$ cat config.mk
export PLATFORM = sky130hd
export DESIGN_NAME = shtp_queue
export DESIGN_NICKNAME = d
export VERILOG_FILES = /design/src/rtl/core/shtp_pkg.sv /design/src/rtl/core/shtp_queue.sv
export SDC_FILE = /design/constraint.sdc
export NUM_CORES = 1
export LEC_CHECK = 0
export BUFFER_PORTS_ARGS = -buffer_cell sky130_fd_sc_hd__buf_2
export CAP_MARGIN = 20
export CORE_MARGIN = 5
export CORE_UTILIZATION = 50
export CTS_CLUSTER_DIAMETER = 40
export DETAILED_ROUTE_END_ITERATION = 8
export PLACE_DENSITY = 0.86
export SLEW_MARGIN = 15
export SYNTH_ARGS = -nofsm -noshare
export SYNTH_HDL_FRONTEND = slang
export SYNTH_SLANG_ARGS = --single-unit
$ cat constraint.sdc
create_clock -name clk -period 6.7 [get_ports clk]
set_input_delay 1.005 -clock clk [delete_from_list [all_inputs] [get_ports clk]]
set_output_delay 1.005 -clock clk [all_outputs]
set_load 0.02 [all_outputs]
$ cat src/rtl/core/shtp_pkg.sv
// ----------------------------------------------------------------------------
// String hash table probe: shared package
// Widths, codes, the request format between front and back, and the crypt
// tables that are generated at elaboration.
// ----------------------------------------------------------------------------
`default_nettype none

package shtp_pkg;

  localparam int HASH_W      = 32;
  localparam int SLOT_W      = 10;
  localparam int STATUS_W    = 3;
  localparam int BYTE_W      = 8;
  localparam int NUM_HASHES  = 3;
  localparam int CRYPT_CHARS = 'h100;
  localparam int CRYPT_KINDS = 4;

  localparam logic [HASH_W-1:0] SEED1_INIT      = 32'h7FED7FED;
  localparam logic [HASH_W-1:0] SEED2_INIT      = 32'hEEEEEEEE;
  localparam logic [HASH_W-1:0] MIX_INC         = 32'd3;
  localparam longint unsigned   CRYPT_START     = 64'h00100001;
  localparam longint unsigned   CRYPT_MUL       = 64'd125;
  localparam longint unsigned   CRYPT_INC       = 64'd3;
  localparam longint unsigned   CRYPT_MOD       = 64'h2AAAAB;
  localparam longint unsigned   CRYPT_HALF_MASK = 64'hFFFF;

  // Hash lanes inside the front.
  localparam int LANE_A    = 0;
  localparam int LANE_B    = 1;
  localparam int LANE_SLOT = 2;

  typedef enum logic {
    OP_LOOKUP = 1'b0,
    OP_INSERT = 1'b1
  } op_t;

  typedef enum logic [STATUS_W-1:0] {
    STATUS_FOUND      = 3'd0,
    STATUS_INSERTED   = 3'd1,
    STATUS_NOT_FOUND  = 3'd2,
    STATUS_FULL       = 3'd3,
    STATUS_EMPTY_NAME = 3'd4
  } status_t;

  typedef enum logic [2:0] {
    ST_CLEAR,
    ST_IDLE,
    ST_MOD,
    ST_SCAN,
    ST_DONE
  } back_state_t;

  typedef struct packed {
    op_t               op;
    logic              empty_name;
    logic [HASH_W-1:0] hash_a;
    logic [HASH_W-1:0] hash_b;
    logic [HASH_W-1:0] hash_slot;
  } req_t;

  typedef logic [CRYPT_CHARS-1:0][HASH_W-1:0] crypt_tab_t;

  // Runs the table generator and keeps the words of one kind.
  function automatic crypt_tab_t crypt_gen(input int kind);
    crypt_tab_t      tab;
    longint unsigned s;
    longint unsigned hi;
    longint unsigned lo;
    tab = '0;
    s   = CRYPT_START;
    for (int c = 0; c < CRYPT_CHARS; c++) begin
      for (int k = 0; k < CRYPT_KINDS; k++) begin
        s  = (s * CRYPT_MUL + CRYPT_INC) % CRYPT_MOD;
        hi = s & CRYPT_HALF_MASK;
        s  = (s * CRYPT_MUL + CRYPT_INC) % CRYPT_MOD;
        lo = s & CRYPT_HALF_MASK;
        if (k == kind) begin
          tab[c] = {hi[15:0], lo[15:0]};
        end
      end
    end
    return tab;
  endfunction

  localparam crypt_tab_t CRYPT_A    = crypt_gen(1);
  localparam crypt_tab_t CRYPT_B    = crypt_gen(2);
  localparam crypt_tab_t CRYPT_SLOT = crypt_gen(3);

endpackage

`default_nettype wire

$ cat src/rtl/core/shtp_queue.sv
// ----------------------------------------------------------------------------
// String hash table probe: request queue
// Two-entry queue that decouples the hashing front from the table back.
// ----------------------------------------------------------------------------
`default_nettype none

module shtp_queue (
  input  wire logic           clk,
  input  wire logic           rst_n,
  input  wire logic           push,
  input  wire shtp_pkg::req_t push_data,
  input  wire logic           pop,
  output logic                full,
  output logic                empty,
  output shtp_pkg::req_t      pop_data
);

  shtp_pkg::req_t slot_r [2];
  logic           wr_ptr_r;
  logic           rd_ptr_r;
  logic [1:0]     cnt_r;
  logic           do_push;
  logic           do_pop;

  assign full     = (cnt_r == 2'd2);
  assign empty    = (cnt_r == 2'd0);
  assign do_push  = push && !full;
  assign do_pop   = pop && !empty;
  assign pop_data = slot_r[rd_ptr_r];

  always_ff @(posedge clk) begin
    if (do_push) begin
      slot_r[wr_ptr_r] <= push_data;
    end
  end

  always_ff @(posedge clk) begin
    if (!rst_n) begin
      wr_ptr_r <= 1'b0;
      rd_ptr_r <= 1'b0;
      cnt_r    <= 2'd0;
    end else begin
      if (do_push) begin
        wr_ptr_r <= !wr_ptr_r;
      end
      if (do_pop) begin
        rd_ptr_r <= !rd_ptr_r;
      end
      cnt_r <= cnt_r + {1'b0, do_push} - {1'b0, do_pop};
    end
  end

endmodule

`default_nettype wire

==> impl_metrics.json <==
{
  "rsz0062_at_grt": "false",
  "cp-start-kind": "flip-flop",
  "slew_headroom": 0.489,
  "synth-xor-area-share": 0.00237,
  "cts_tree": "yes",
  "crit_type": "reg2out",
  "hold_buffers": 0,
  "grt_use_total": 0.150,
  "reg2reg_to": "slot_r[1][84]$_DFFE_PP_",
  "muxShareOfSynthArea": 0.161,
  "synth-seq-cells": 201,
  "die_w_um": 131,
  "p_clk_frac": 0.306,
  "hold_class": "reg2reg",
  "synth_top_family_by_area": "multiplexers",
  "ys_warn_count": 0,
  "syn_area_per_cell_um2": 22.2,
  "gp_congestion": 0.731,
  "worstRegToRegCells": 3,
  "num_vias": 3771,
  "io_pins": 202,
  "switching_power_w": 0.00118,
  "drive_gt1_frac": 0.601,
  "synth_nets": 436,
  "post-route-drc-count": 0,
  "cts_resized": 0,
  "first_iter_violations": 206,
  "clk_latency_ns": 0.48,
  "cts.sinks": 201,
  "worstReg2RegStart": "cnt_r[0]$_SDFF_PN0_",
  "setup_violations": 0,
  "antenna_found_initial": 1,
  "wl_mm": 13.5,
  "yosys.area.top_type_share": 0.798,
  "synthesis.area_um2": 7380,
  "ant_nets": 0,
  "skew_ns": 0.0126,
  "cp_max_fo": 52,
  "arrival_ns": 2.62,
  "syn2layout_area_growth_pct": 26.6,
  "min_from": "rd_ptr_r$_SDFFE_PN0P_",
  "hpwl_mm": 9.03,
  "ir_drop_mv": 0.324,
  "layoutNonFillerInstCount": 751,
  "seqPwrFrac": 0.428,
  "cts.clk_slew.worst_paths_ns": 0.06,
  "hold_violations": 0,
  "nNetsFinal": 655,
  "dominantRegCellSynth": "edfxtp_1",
  "yosys-top-cells-area": "edfxtp_1 (80%), mux2_2 (12%), mux2_4 (4.1%), dfxtp_1 (1.4%), buf_6 (0.61%)",
  "async_flop_share": 0,
  "max_freq_ghz": 0.276,
  "dp.cells": 710,
  "num_rows": 44,
  "gr-total-overflow": 0,
  "synth.distinct_cells": 18,
  "ys_seq_area_frac": 0.811,
  "synth-simple-area-share": 0.00848,
  "htreeDepth": 1,
  "drv_cap": 0,
  "p_per_area_nw_per_um2": 428,
  "dr.pass1.iters": 4,
  "synthesis.instances": 332,
  "cp-end-kind": "output port",
  "post_cts_buffers": 0,
  "cts_buffers": 23,
  "clockRootBuffer": "clkbuf_16",
  "fillers": 1001,
  "grt_pass1_wl_mm": 21.3,
  "outcome": "complete, no violations",
  "grt_pass1_vias": 4210,
  "slew_violations": 0,
  "vias_per_cell": 5.02,
  "initial_core_util": 0.510,
  "finalCritPeriodShare": 0.541,
  "combPwrFrac": 0.265,
  "synth_compound_area_frac": 0.00102,
  "coreArea_um2": 14500,
  "worst_ep_required_time_ns": 5.69,
  "tightest_slew_ns": 0.766,
  "die-area_um2": 17300,
  "port_buffers": 201,
  "yosysTopAreaCell": "edfxtp_1",
  "cts.path.max_buffers": 3,
  "synth_edf_count": 196,
  "antenna_cells": 0,
  "regToRegSetupSlack_ns": 4.43,
  "final_common_cell": "buf_2",
  "period_minus_slack_ns": 3.62,
  "p_int_w": 0.00282,
  "switching_share": 0.295,
  "setup_tns_ns": 0,
  "die_y_um": 131,
  "wire_per_inst_um": 18.0,
  "layout_common_cells": "buf_2 (201), edfxtp_1 (196), mux2_2 (78)",
  "grt_max_degree": 54,
  "synthAdderAreaFrac": 0.00339,
  "crit_end": "pop_data[76]",
  "p_leak_nw": 3.57
}
-- worst max-delay path: stages, from the launching register on --
cell and delay [ns]:
dfxtp_4 0.76, buf_4 0.73, mux2_2 0.43, buf_2 0.16
-- layout make-up --
| cell class | count | area [µm²] | area share |
|---|---|---|---|
| multi-input combinational | 117 | 1310 | 0.141 |
| timing repair buffer | 205 | 1040 | 0.111 |
| tap | 184 | 230 | 0.0246 |
| sequential | 201 | 5990 | 0.641 |
| inverter | 3 | 11.3 | 0.00121 |
| clock buffer | 25 | 593 | 0.0635 |
| clock inverter | 16 | 169 | 0.0181 |
-- metal layers --
layer	up-vias	wire (µm)	global-route usage
met5	-	13	0
met3	31	1100	0.0443
met2	156	6820	0.260
met4	2	265	0.0394
met1	1832	5300	0.185
li1	1750	-	-
-- how the worst min path moves through the flow --
stage	cells past startpoint	slack (ns)	to
after global placement	2	0.50	rd_ptr_r$_SDFFE_PN0P_
after detailed placement	2	0.50	flip-flop
final	2	0.52	flip-flop
after floorplan	2	0.45	wr_ptr_r$_SDFFE_PN0P_
after CTS	2	0.53	flip-flop
after global routing	2	0.56	rd_ptr_r$_SDFFE_PN0P_
-- through the flow --
| step | worst slack, ns | hold slack [ns] | power, W | area (µm²) | util |
|---|---|---|---|---|---|
| floorplan | 0.965 | 0.455 | 0.00250 | 7380 | - |
| global placement | 3.58 | 0.495 | 0.00278 | 8580 | 0.593 |
| detailed placement | 3.54 | 0.501 | 0.00282 | 8580 | 0.593 |
| CTS | 3.02 | 0.529 | 0.00405 | 9340 | 0.645 |
| global route | 2.96 | 0.563 | 0.00418 | 9340 | 0.645 |
| finish | 3.08 | 0.516 | 0.00400 | 9340 | 0.645 |
-- synth_stat cells, types with 2 or more instances --
| library cell | count |
|---|---|
| edfxtp_1 | 196 |
| mux2_2 | 78 |
| mux2_4 | 20 |
| buf_2 | 7 |
| dfxtp_1 | 5 |
| nor2_1 | 5 |
| buf_6 | 4 |
| inv_1 | 3 |
| and2_1 | 2 |
| ha_1 | 2 |
| nand2_1 | 2 |
| nand2b_1 | 2 |
-- flip-flops by register name (all words and copies together), names as in the netlist, named ones only --
register and cells:
rd_ptr_r 1, slot_r 196, cnt_r 2, wr_ptr_r 1
-- power by group through the flow --
stage,registers (W),clock network [W],logic (W)
2_1_floorplan,0.00171,0,0.000797
3_3_place_gp,0.00173,0,0.00106
3_5_place_dp,0.00174,0,0.00107
4_1_cts,0.00172,0.00125,0.00108
5_1_grt,0.00174,0.00131,0.00113
6_report,0.00171,0.00123,0.00106
-- kinds of logic after synthesis --
| family | after synthesis |
|---|---|
| adder cells (fa/ha/maj) | 2 |
| buffers and inverters | 14 |
| XOR/XNOR | 2 |
| flip-flops | 201 |
| multiplexers | 99 |
| AO/OA/AOI/OAI | 1 |
| AND/OR/NAND/NOR | 13 |
Note: power is estimated with default switching activity, not from simulation.
